==> src/hw/rtl/ica_pkg.sv <==
// Shared types and codes for the integer calculator ALU.
// Holds the port words, opcode and status codes, and the controller/datapath interface.
// No dependencies.
`timescale 1ns / 1ps

package ica_pkg;

    // Input word: opcode and two signed 32-bit operands.
    typedef struct packed {
        logic [2:0]         opcode;
        logic signed [31:0] operand_a;
        logic signed [31:0] operand_b;
    } in_word_t;

    // Output word: wrapped result and status code.
    typedef struct packed {
        logic signed [31:0] value;
        logic [1:0]         status;
    } out_word_t;

    // Opcodes.
    localparam logic [2:0] OP_ADD  = 3'd0;
    localparam logic [2:0] OP_SUB  = 3'd1;
    localparam logic [2:0] OP_MUL  = 3'd2;
    localparam logic [2:0] OP_DIV  = 3'd3;
    localparam logic [2:0] OP_FACT = 3'd4;
    localparam logic [2:0] OP_POW  = 3'd5;

    // Status codes.
    localparam logic [1:0] ST_OK       = 2'd0;
    localparam logic [1:0] ST_DIV_ZERO = 2'd1;
    localparam logic [1:0] ST_BAD_OP   = 2'd2;

    // Width of the multiplier digit consumed per cycle.
    localparam int MUL_DIGIT_W = 16;

    // Datapath actions issued by the controller.
    localparam logic [3:0] DP_NOP       = 4'd0;
    localparam logic [3:0] DP_ADD       = 4'd1;
    localparam logic [3:0] DP_SUB       = 4'd2;
    localparam logic [3:0] DP_SET_ONE   = 4'd3;
    localparam logic [3:0] DP_FACT_INIT = 4'd4;
    localparam logic [3:0] DP_POW_INIT  = 4'd5;
    localparam logic [3:0] DP_DIV_INIT  = 4'd6;
    localparam logic [3:0] DP_DIV_STEP  = 4'd7;
    localparam logic [3:0] DP_DIV_FIX   = 4'd8;
    localparam logic [3:0] DP_RES_PROD  = 4'd9;
    localparam logic [3:0] DP_FACT_PROD = 4'd10;
    localparam logic [3:0] DP_BASE_PROD = 4'd11;

    // Multiplier operand selections.
    localparam logic [1:0] MS_A_B        = 2'd0;
    localparam logic [1:0] MS_RES_CNT    = 2'd1;
    localparam logic [1:0] MS_RES_BASE   = 2'd2;
    localparam logic [1:0] MS_BASE_BASE  = 2'd3;

    // Command from controller to datapath.
    typedef struct packed {
        logic       load;
        logic [3:0] act;
        logic       mul_start;
        logic [1:0] mul_sel;
        logic       commit;
        logic [1:0] status;
    } dp_cmd_t;

    // Status from datapath to controller.
    typedef struct packed {
        logic [2:0] opcode;
        logic       a_neg;
        logic       a_zero;
        logic       b_neg;
        logic       b_zero;
        logic       e_zero;
        logic       e_lsb;
        logic       fact_done;
        logic       div_done;
        logic       mul_done;
    } dp_stat_t;

endpackage

==> src/hw/rtl/ica_mul.sv <==
// Iterative multiplier returning the product modulo 2^WIDTH.
// Consumes one digit of the multiplier per cycle and stops early once it runs out.
// Depends on ica_pkg.
`timescale 1ns / 1ps

module ica_mul #(
    parameter int WIDTH = 32
) (
    input  logic             clk,
    input  logic             rst_n,
    input  logic             start,
    input  logic [WIDTH-1:0] a,
    input  logic [WIDTH-1:0] b,
    output logic             done,
    output logic [WIDTH-1:0] product
);
    import ica_pkg::*;

    localparam int DIG_W = (WIDTH < MUL_DIGIT_W) ? WIDTH : MUL_DIGIT_W;

    logic                     active_reg;
    logic                     active_next;
    logic [WIDTH-1:0]         acc_reg;
    logic [WIDTH-1:0]         acc_next;
    logic [WIDTH-1:0]         mcand_reg;
    logic [WIDTH-1:0]         mcand_next;
    logic [WIDTH-1:0]         mplier_reg;
    logic [WIDTH-1:0]         mplier_next;
    logic [WIDTH+DIG_W-1:0]   partial;

    // One partial product per cycle.
    assign partial = mcand_reg * mplier_reg[DIG_W-1:0];

    assign done    = active_reg && (mplier_reg == '0);
    assign product = acc_reg;

    // Load on start, then shift-and-accumulate until the multiplier is empty.
    always_comb
    begin
        active_next = active_reg;
        acc_next    = acc_reg;
        mcand_next  = mcand_reg;
        mplier_next = mplier_reg;
        if (start)
        begin
            active_next = 1'b1;
            acc_next    = '0;
            mcand_next  = a;
            mplier_next = b;
        end
        else if (active_reg)
        begin
            if (mplier_reg == '0)
            begin
                active_next = 1'b0;
            end
            else
            begin
                acc_next    = acc_reg + partial[WIDTH-1:0];
                mcand_next  = mcand_reg << DIG_W;
                mplier_next = mplier_reg >> DIG_W;
            end
        end
    end

    always_ff @(posedge clk or negedge rst_n)
    begin
        if (!rst_n)
        begin
            active_reg <= 1'b0;
        end
        else
        begin
            active_reg <= active_next;
        end
    end

    always_ff @(posedge clk)
    begin
        acc_reg    <= acc_next;
        mcand_reg  <= mcand_next;
        mplier_reg <= mplier_next;
    end

endmodule

==> src/hw/rtl/ica_dp.sv <==
// Datapath of the integer calculator ALU: operand, result, divider and output registers.
// Executes controller commands and reports flags back; holds the shared multiplier.
// Depends on ica_pkg and ica_mul.
`timescale 1ns / 1ps

module ica_dp #(
    parameter int DATA_WIDTH = 32
) (
    input  logic               clk,
    input  logic               rst_n,
    input  ica_pkg::in_word_t  in_word,
    input  ica_pkg::dp_cmd_t   cmd,
    output ica_pkg::dp_stat_t  stat,
    output ica_pkg::out_word_t out_word
);
    import ica_pkg::*;

    localparam int W     = DATA_WIDTH;
    localparam int CNT_W = $clog2(DATA_WIDTH + 4);
    localparam logic [W-1:0]     FACT_MAX   = W'(DATA_WIDTH + 2);
    localparam logic [CNT_W-1:0] FACT_MAX_C = CNT_W'(DATA_WIDTH + 2);
    localparam logic [CNT_W-1:0] DIV_STEPS  = CNT_W'(DATA_WIDTH);
    localparam logic [W-1:0]     ONE        = W'(1);

    logic [2:0]       opc_reg, opc_next;
    logic [W-1:0]     opa_reg, opa_next;
    logic [W-1:0]     opb_reg, opb_next;
    logic [W-1:0]     res_reg, res_next;
    logic [W-1:0]     base_reg, base_next;
    logic [W-1:0]     rem_reg, rem_next;
    logic [CNT_W-1:0] cnt_reg, cnt_next;
    logic [CNT_W-1:0] lim_reg, lim_next;
    logic             neg_reg, neg_next;
    logic [W-1:0]     last_reg, last_next;
    out_word_t        out_reg, out_next;

    logic [W-1:0]     a_norm;
    logic [W-1:0]     b_norm;
    logic [W:0]       trial;
    logic [W-1:0]     mul_a;
    logic [W-1:0]     mul_b;
    logic             mul_done;
    logic [W-1:0]     mul_prod;
    logic [W-1:0]     commit_val;

    // Operands are sign-extended or wrapped to the internal width.
    assign a_norm = W'(in_word.operand_a);
    assign b_norm = W'(in_word.operand_b);

    // Restoring divider trial subtraction.
    assign trial = {rem_reg, opa_reg[W-1]} - {1'b0, base_reg};

    // Multiplier operand selection.
    always_comb
    begin
        case (cmd.mul_sel)
            MS_A_B:
            begin
                mul_a = opa_reg;
                mul_b = opb_reg;
            end
            MS_RES_CNT:
            begin
                mul_a = res_reg;
                mul_b = W'(cnt_reg);
            end
            MS_RES_BASE:
            begin
                mul_a = res_reg;
                mul_b = base_reg;
            end
            MS_BASE_BASE:
            begin
                mul_a = base_reg;
                mul_b = base_reg;
            end
            default:
            begin
                mul_a = opa_reg;
                mul_b = opb_reg;
            end
        endcase
    end

    ica_mul #(
        .WIDTH (W)
    ) u_mul (
        .clk     (clk),
        .rst_n   (rst_n),
        .start   (cmd.mul_start),
        .a       (mul_a),
        .b       (mul_b),
        .done    (mul_done),
        .product (mul_prod)
    );

    // Flags for the controller.
    always_comb
    begin
        stat.opcode    = opc_reg;
        stat.a_neg     = opa_reg[W-1];
        stat.a_zero    = (opa_reg == '0);
        stat.b_neg     = opb_reg[W-1];
        stat.b_zero    = (opb_reg == '0);
        stat.e_zero    = (opb_reg == '0);
        stat.e_lsb     = opb_reg[0];
        stat.fact_done = (cnt_reg > lim_reg);
        stat.div_done  = (cnt_reg == '0);
        stat.mul_done  = mul_done;
    end

    // Register updates per action.
    always_comb
    begin
        opc_next  = opc_reg;
        opa_next  = opa_reg;
        opb_next  = opb_reg;
        res_next  = res_reg;
        base_next = base_reg;
        rem_next  = rem_reg;
        cnt_next  = cnt_reg;
        lim_next  = lim_reg;
        neg_next  = neg_reg;

        if (cmd.load)
        begin
            opc_next = in_word.opcode;
            opa_next = a_norm;
            opb_next = b_norm;
        end

        case (cmd.act)
            DP_NOP:
            begin
                res_next = res_reg;
            end
            DP_ADD:
            begin
                res_next = opa_reg + opb_reg;
            end
            DP_SUB:
            begin
                res_next = opa_reg - opb_reg;
            end
            DP_SET_ONE:
            begin
                res_next = ONE;
            end
            DP_FACT_INIT:
            begin
                res_next = ONE;
                cnt_next = CNT_W'(1);
                lim_next = (opa_reg > FACT_MAX) ? FACT_MAX_C : opa_reg[CNT_W-1:0];
            end
            DP_POW_INIT:
            begin
                res_next  = ONE;
                base_next = opa_reg;
            end
            DP_DIV_INIT:
            begin
                // Work on magnitudes; the dividend register collects the quotient.
                opa_next  = opa_reg[W-1] ? ('0 - opa_reg) : opa_reg;
                base_next = opb_reg[W-1] ? ('0 - opb_reg) : opb_reg;
                rem_next  = '0;
                cnt_next  = DIV_STEPS;
                neg_next  = opa_reg[W-1] ^ opb_reg[W-1];
            end
            DP_DIV_STEP:
            begin
                if (!trial[W])
                begin
                    rem_next = trial[W-1:0];
                    opa_next = {opa_reg[W-2:0], 1'b1};
                end
                else
                begin
                    rem_next = {rem_reg[W-2:0], opa_reg[W-1]};
                    opa_next = {opa_reg[W-2:0], 1'b0};
                end
                cnt_next = cnt_reg - CNT_W'(1);
            end
            DP_DIV_FIX:
            begin
                res_next = neg_reg ? ('0 - opa_reg) : opa_reg;
            end
            DP_RES_PROD:
            begin
                res_next = mul_prod;
            end
            DP_FACT_PROD:
            begin
                res_next = mul_prod;
                cnt_next = cnt_reg + CNT_W'(1);
            end
            DP_BASE_PROD:
            begin
                base_next = mul_prod;
                opb_next  = opb_reg >> 1;
            end
            default:
            begin
                res_next = res_reg;
            end
        endcase
    end

    // Output word and last successful result.
    assign commit_val = (cmd.status == ST_OK) ? res_reg : last_reg;

    always_comb
    begin
        last_next = last_reg;
        out_next  = out_reg;
        if (cmd.commit)
        begin
            last_next       = commit_val;
            out_next.value  = 32'($signed(commit_val));
            out_next.status = cmd.status;
        end
    end

    always_ff @(posedge clk or negedge rst_n)
    begin
        if (!rst_n)
        begin
            last_reg <= '0;
        end
        else
        begin
            last_reg <= last_next;
        end
    end

    always_ff @(posedge clk)
    begin
        opc_reg  <= opc_next;
        opa_reg  <= opa_next;
        opb_reg  <= opb_next;
        res_reg  <= res_next;
        base_reg <= base_next;
        rem_reg  <= rem_next;
        cnt_reg  <= cnt_next;
        lim_reg  <= lim_next;
        neg_reg  <= neg_next;
        out_reg  <= out_next;
    end

    assign out_word = out_reg;

endmodule

==> src/hw/rtl/ica_ctrl.sv <==
// Controller of the integer calculator ALU: sequences one word at a time.
// Drives datapath commands from its flags and owns both channel handshakes.
// Depends on ica_pkg.
`timescale 1ns / 1ps

module ica_ctrl (
    input  logic              clk,
    input  logic              rst_n,
    input  logic              in_valid,
    output logic              in_stall,
    output logic              out_valid,
    input  logic              out_stall,
    input  ica_pkg::dp_stat_t stat,
    output ica_pkg::dp_cmd_t  cmd
);
    import ica_pkg::*;

    localparam logic [3:0] S_IDLE      = 4'd0;
    localparam logic [3:0] S_DISPATCH  = 4'd1;
    localparam logic [3:0] S_MUL_WAIT  = 4'd2;
    localparam logic [3:0] S_DIV_RUN   = 4'd3;
    localparam logic [3:0] S_FACT_CHK  = 4'd4;
    localparam logic [3:0] S_FACT_WAIT = 4'd5;
    localparam logic [3:0] S_POW_CHK   = 4'd6;
    localparam logic [3:0] S_POW_RWAIT = 4'd7;
    localparam logic [3:0] S_POW_SWAIT = 4'd8;
    localparam logic [3:0] S_FINISH    = 4'd9;

    logic [3:0] state_reg, state_next;
    logic       out_valid_reg, out_valid_next;
    logic       out_free;
    logic [1:0] fin_status;

    assign in_stall  = (state_reg != S_IDLE);
    assign out_valid = out_valid_reg;
    assign out_free  = !out_valid_reg || !out_stall;

    // Result status is settled by the opcode and the divisor.
    always_comb
    begin
        if (stat.opcode == OP_ADD || stat.opcode == OP_SUB || stat.opcode == OP_MUL ||
            stat.opcode == OP_FACT || stat.opcode == OP_POW)
        begin
            fin_status = ST_OK;
        end
        else if (stat.opcode == OP_DIV)
        begin
            fin_status = stat.b_zero ? ST_DIV_ZERO : ST_OK;
        end
        else
        begin
            fin_status = ST_BAD_OP;
        end
    end

    // Next state and commands.
    always_comb
    begin
        state_next = state_reg;
        cmd        = '0;
        cmd.act    = DP_NOP;
        cmd.status = fin_status;

        case (state_reg)
            S_IDLE:
            begin
                if (in_valid)
                begin
                    cmd.load   = 1'b1;
                    state_next = S_DISPATCH;
                end
            end
            S_DISPATCH:
            begin
                case (stat.opcode)
                    OP_ADD:
                    begin
                        cmd.act    = DP_ADD;
                        state_next = S_FINISH;
                    end
                    OP_SUB:
                    begin
                        cmd.act    = DP_SUB;
                        state_next = S_FINISH;
                    end
                    OP_MUL:
                    begin
                        cmd.mul_start = 1'b1;
                        cmd.mul_sel   = MS_A_B;
                        state_next    = S_MUL_WAIT;
                    end
                    OP_DIV:
                    begin
                        if (stat.b_zero)
                        begin
                            state_next = S_FINISH;
                        end
                        else
                        begin
                            cmd.act    = DP_DIV_INIT;
                            state_next = S_DIV_RUN;
                        end
                    end
                    OP_FACT:
                    begin
                        if (stat.a_neg || stat.a_zero)
                        begin
                            cmd.act    = DP_SET_ONE;
                            state_next = S_FINISH;
                        end
                        else
                        begin
                            cmd.act    = DP_FACT_INIT;
                            state_next = S_FACT_CHK;
                        end
                    end
                    OP_POW:
                    begin
                        if (stat.b_neg)
                        begin
                            cmd.act    = DP_SET_ONE;
                            state_next = S_FINISH;
                        end
                        else
                        begin
                            cmd.act    = DP_POW_INIT;
                            state_next = S_POW_CHK;
                        end
                    end
                    default:
                    begin
                        state_next = S_FINISH;
                    end
                endcase
            end
            S_MUL_WAIT:
            begin
                if (stat.mul_done)
                begin
                    cmd.act    = DP_RES_PROD;
                    state_next = S_FINISH;
                end
            end
            S_DIV_RUN:
            begin
                if (stat.div_done)
                begin
                    cmd.act    = DP_DIV_FIX;
                    state_next = S_FINISH;
                end
                else
                begin
                    cmd.act = DP_DIV_STEP;
                end
            end
            S_FACT_CHK:
            begin
                if (stat.fact_done)
                begin
                    state_next = S_FINISH;
                end
                else
                begin
                    cmd.mul_start = 1'b1;
                    cmd.mul_sel   = MS_RES_CNT;
                    state_next    = S_FACT_WAIT;
                end
            end
            S_FACT_WAIT:
            begin
                if (stat.mul_done)
                begin
                    cmd.act    = DP_FACT_PROD;
                    state_next = S_FACT_CHK;
                end
            end
            S_POW_CHK:
            begin
                // Multiply into the result on a set exponent bit, then square the base.
                if (stat.e_zero)
                begin
                    state_next = S_FINISH;
                end
                else if (stat.e_lsb)
                begin
                    cmd.mul_start = 1'b1;
                    cmd.mul_sel   = MS_RES_BASE;
                    state_next    = S_POW_RWAIT;
                end
                else
                begin
                    cmd.mul_start = 1'b1;
                    cmd.mul_sel   = MS_BASE_BASE;
                    state_next    = S_POW_SWAIT;
                end
            end
            S_POW_RWAIT:
            begin
                if (stat.mul_done)
                begin
                    cmd.act       = DP_RES_PROD;
                    cmd.mul_start = 1'b1;
                    cmd.mul_sel   = MS_BASE_BASE;
                    state_next    = S_POW_SWAIT;
                end
            end
            S_POW_SWAIT:
            begin
                if (stat.mul_done)
                begin
                    cmd.act    = DP_BASE_PROD;
                    state_next = S_POW_CHK;
                end
            end
            S_FINISH:
            begin
                if (out_free)
                begin
                    cmd.commit = 1'b1;
                    state_next = S_IDLE;
                end
            end
            default:
            begin
                state_next = S_IDLE;
            end
        endcase
    end

    // Output word valid flag.
    always_comb
    begin
        if (cmd.commit)
        begin
            out_valid_next = 1'b1;
        end
        else if (!out_stall)
        begin
            out_valid_next = 1'b0;
        end
        else
        begin
            out_valid_next = out_valid_reg;
        end
    end

    always_ff @(posedge clk or negedge rst_n)
    begin
        if (!rst_n)
        begin
            state_reg     <= S_IDLE;
            out_valid_reg <= 1'b0;
        end
        else
        begin
            state_reg     <= state_next;
            out_valid_reg <= out_valid_next;
        end
    end

endmodule

==> src/hw/rtl/integer_calculator_alu.sv <==
// Top level of the integer calculator ALU.
// Joins the controller and the datapath; depends on ica_pkg, ica_ctrl, ica_dp.
`timescale 1ns / 1ps

// Integer calculator ALU. Each input word carries an opcode and two signed
// operands and yields one output word: add, subtract, multiply, truncating
// divide, factorial of operand_a, or operand_a to the power operand_b, all
// wrapped to DATA_WIDTH bits and sign-extended (or truncated) to 32 bits.
// A zero divisor or an unknown opcode reports a nonzero status and repeats
// the last good value. One word is processed at a time. Multiply, factorial
// and power share one multiplier that retires a 16-bit digit of the
// multiplier operand per cycle. Factorial multiplies at most DATA_WIDTH+2
// factors. Divide runs a restoring divider at one quotient bit per cycle.
// A new word is taken while the previous result still waits in the output
// register.
module integer_calculator_alu #(
    parameter int DATA_WIDTH = 32
) (
    input  logic               clk,
    input  logic               rst_n,
    input  logic               op_valid,
    output logic               op_stall,
    input  ica_pkg::in_word_t  op_word,
    output logic               res_valid,
    input  logic               res_stall,
    output ica_pkg::out_word_t res_word
);
    import ica_pkg::*;

    dp_cmd_t  cmd;
    dp_stat_t stat;

    // Sequencer.
    ica_ctrl u_ctrl (
        .clk       (clk),
        .rst_n     (rst_n),
        .in_valid  (op_valid),
        .in_stall  (op_stall),
        .out_valid (res_valid),
        .out_stall (res_stall),
        .stat      (stat),
        .cmd       (cmd)
    );

    // Arithmetic and result registers.
    ica_dp #(
        .DATA_WIDTH (DATA_WIDTH)
    ) u_dp (
        .clk      (clk),
        .rst_n    (rst_n),
        .in_word  (op_word),
        .cmd      (cmd),
        .stat     (stat),
        .out_word (res_word)
    );

endmodule

==> config.mk <==
export PLATFORM = sky130hd
export DESIGN_NAME = integer_calculator_alu
export DESIGN_NICKNAME = d
export VERILOG_FILES = /design/src/hw/rtl/ica_pkg.sv /design/src/hw/rtl/ica_mul.sv /design/src/hw/rtl/ica_dp.sv /design/src/hw/rtl/ica_ctrl.sv /design/src/hw/rtl/integer_calculator_alu.sv
export SDC_FILE = /design/constraint.sdc
export NUM_CORES = 2
export LEC_CHECK = 0
export ABC_AREA = 0
export BUFFER_PORTS_ARGS = -buffer_cell sky130_fd_sc_hd__clkbuf_2
export CAP_MARGIN = 20
export CORE_MARGIN = 1.5
export CORE_UTILIZATION = 55
export CTS_BUF_LIST = sky130_fd_sc_hd__clkbuf_2
export DETAILED_ROUTE_END_ITERATION = 10
export PLACE_DENSITY = 0.81
export SYNTH_ARGS = -nofsm -noshare
export SYNTH_HDL_FRONTEND = slang
export SYNTH_HIERARCHICAL = 1
export SYNTH_SLANG_ARGS = --single-unit
==> constraint.sdc <==
create_clock -name clk -period 11.49 [get_ports clk]
set_clock_uncertainty 0.15 [all_clocks]
set_input_delay 2.298 -clock clk [delete_from_list [all_inputs] [get_ports clk]]
set_output_delay 2.298 -clock clk [all_outputs]
set_load 0.02 [all_outputs]
==> out/metrics.yaml <==
instances_no_fill: 4646
setup_tns_ns: 0
cp-start-kind: "flop"
grt_max_degree: 73
cts_sinks: 344
dr.pass1.iters: 8
drc: 0
cts_setup_buffers: 0
synth.distinct_cells: 93
r2r_cells: 24
syn-cell-area_sq_mm: 0.0346
regToRegStartpoint: "u_dp/opa_reg[18]"
antenna_left: 0
yosysWarnings: 6
wl_per_cell_microns: 22.3
tightest_slew_ns: 1.11
clk_pin_slew_ns: 0.14
layout-drive-gt1-share_pct: 12.9
setup_viol: 0
status: "finished clean"
min_path_type: "flop to flop"
ys.flop_type: "edfxtp_1"
largest_reg_flops: 34
root_buffer: "clkbuf_2"
num_rows: 91
critPathKind: "flop to flop"
cp_max_fo: 14
numCtsBuffers: 84
cp-end-kind: "flop"
slew_headroom_pct: 25.4
vias: 27843
hold_viol: 0
r2r_end: "u_dp/res_reg[31]"
place_inst: 4484
route.final.wire_length_microns: 103000
dieArea_sq_mm: 0.0644
htree_levels: 3
hpwlAfterDp_microns: 77400
track_usage_pct: 32.8
grt_pass1_vias: 27420
ir_worst_vdd_mv: 0.270
syn-num-nets: 4284
maxCapViolCount: 0
cts_tree: "done"
die_w_microns: 254
fin_crit_sh_pct: 66.8
syn_inst: 3726
start_util_pct: 55.8
core_area_sq_mm: 0.0619
finalPower_mw: 11.4
syn_to_final_growth_pct: 5.90
drv_slew: 0
via_per_inst: 5.99
synth_edf_count: 273
chipHeight_microns: 254
utilization_pct: 59.1
hold_depth: 1
yosysSeqAreaShare_pct: 28.4
clock_latency_ns: 1.09
antenna_found_initial: 3
place_congestion: 1.02
portBuffers: 106
ctsResizeCount: 0
grt_pass1_wl_microns: 159000
io_pins: 107
timing.final.crit_period_ns: 7.67
fmax_mhz: 130
rsz0062_at_grt: "false"
p_per_area_mw_per_mm2: 311
critPathArrivalTime_ns: 8.31
hold_end: "u_dp/last_reg[0]"
avgSynthCellArea_sq_um: 9.28
p_leak_nw: 16.0
min_from: "u_dp/last_reg[0]"
async_flop_share_pct: 11.0
cp_data_required_time_ns: 12.13
ys_ff_latch: 344
reg2reg_slack_ns: 3.82
finalNetCount: 4293
drt-initial-drc-count: 3262
overflow: 0
clockBufferDepth: 3
cts_hold_buf: 0
## critical path, cell delays in order, from the launching register on
cell and delay, ns:
edfxtp_1 0.56, or3_1 0.45, nor4_1 0.55, and4b_1 0.38, nand3_1 0.20, nor3_1 0.54, or3_4 0.27, a21oi_1 0.07
o32a_1 0.32, o31ai_1 0.07, buf_4 0.24, nand2b_1 0.17, or3_1 0.32, nor2_1 0.07, a21oi_1 0.23, ha_1 0.27
nor2b_1 0.14, o31ai_1 0.43, a2111oi_0 0.30, o211ai_1 0.49, a21oi_1 0.19, o21ai_0 0.38, nor2_1 0.09, o311ai_0 0.40
nand3_1 0.13
## power by group
group	internal, mW	switching (mW)
Sequential	1.98	0.720
Combinational	3.24	4.57
Clock	0.355	0.532
Total	5.57	5.82
## cell usage in the layout, fill, tap and decap left out, types with 13 or more instances in the layout
| cell type | instances |
|---|---|
| and3_1 | 13 |
| nor3_1 | 32 |
| nand2_1 | 518 |
| a22oi_1 | 102 |
| nand2b_1 | 37 |
| fa_1 | 337 |
| xnor2_1 | 92 |
| nor2b_1 | 22 |
| buf_4 | 49 |
| nand3_1 | 35 |
| o31ai_1 | 22 |
| inv_1 | 496 |
| and2_1 | 198 |
| clkbuf_2 | 240 |
| nor2_1 | 131 |
| a21oi_1 | 145 |
| a211oi_1 | 13 |
| o21bai_1 | 13 |
| mux2_2 | 129 |
| xor2_1 | 112 |
| o21ai_0 | 219 |
| dfrtp_1 | 38 |
| clkinv_1 | 14 |
| a21o_1 | 28 |
| dfxtp_1 | 33 |
| edfxtp_1 | 273 |
| mux2i_1 | 35 |
| or3_1 | 27 |
| o21a_1 | 16 |
| ha_1 | 149 |
## per-stage QoR
stage / hold slack, ns / setup WS [ns] / instance area [sq um]
after floorplan: 0.308 / 4.95 / 34600
final: 0.360 / 3.82 / 36600
after CTS: 0.363 / 3.40 / 36600
after global placement: 0.335 / 3.58 / 35700
after detailed placement: 0.342 / 3.41 / 35700
after global routing: 0.383 / 3.39 / 36600
## area by class of cell
| class | count | area (sq um) |
|---|---|---|
| diodes | 2 | 5.00 |
| clock buffers | 134 | 671 |
| clock inverters | 24 | 159 |
| fillers | 5359 | 25300 |
| inverters | 497 | 1870 |
| multi-input cells | 2651 | 22100 |
| flip-flops and latches | 344 | 9810 |
| well taps | 837 | 1050 |
| repair buffers | 157 | 953 |
## how the worst max path moves through the flow
| stage | start | end | slack, ns | cells past startpoint |
|---|---|---|---|---|
| 3_3_place_gp | u_dp/opa_reg[18] | u_dp/res_reg[29] | 3.58 | 24 |
| 3_5_place_dp | u_dp/opa_reg[18] | u_dp/res_reg[31] | 3.41 | 24 |
| 6_report | u_dp/opa_reg[18] | u_dp/res_reg[31] | 3.82 | 24 |
| 2_1_floorplan | u_dp/opb_reg[4] | u_dp/opa_reg[0] | 4.95 | 17 |
| 4_1_cts | u_dp/opa_reg[18] | u_dp/res_reg[31] | 3.40 | 24 |
| 5_1_grt | u_dp/opa_reg[18] | u_dp/res_reg[31] | 3.39 | 24 |
## cells in the mapped netlist (all sizes together) (36+ instances only)
| cell | number | area, sq um |
|---|---|---|
| nand2 | 521 | 1960 |
| inv | 497 | 1870 |
| fa | 337 | 6750 |
| edfxtp | 273 | 8200 |
| o21ai | 228 | 1160 |
| clkbuf | 206 | 773 |
| and2 | 199 | 1250 |
| ha | 150 | 1880 |
| a21oi | 149 | 761 |
| nor2 | 136 | 513 |
| mux2 | 131 | 1480 |
| xor2 | 114 | 1010 |
| a22oi | 102 | 766 |
| xnor2 | 92 | 806 |
| dfrtp | 38 | 951 |
| nand2b | 38 | 240 |
| nand3 | 36 | 180 |
## layer usage
layer	track usage, %	share of wire (%)	vias to the layer above
li1	-	-	12460
met1	44.7	40	13551
met2	50.1	44	1567
met3	6.05	11	263
met4	16.6	5.3	2
met5	0	0.015	-
## cell families (layout without fill, tap and decap cells)
logic type,after synthesis,count (layout),synth area share [%]
adder cells (fa/ha/maj),487,487,24.9
AO/OA/AOI/OAI,691,691,12.8
flip-flops,344,344,28.4
buffers and inverters,731,812,8.10
other,0,2,0
XOR/XNOR,206,206,5.24
AND/OR/NAND/NOR,1101,1101,15.3
multiplexers,166,166,5.30
No activity file was read; power rests on OpenSTA's default activity.
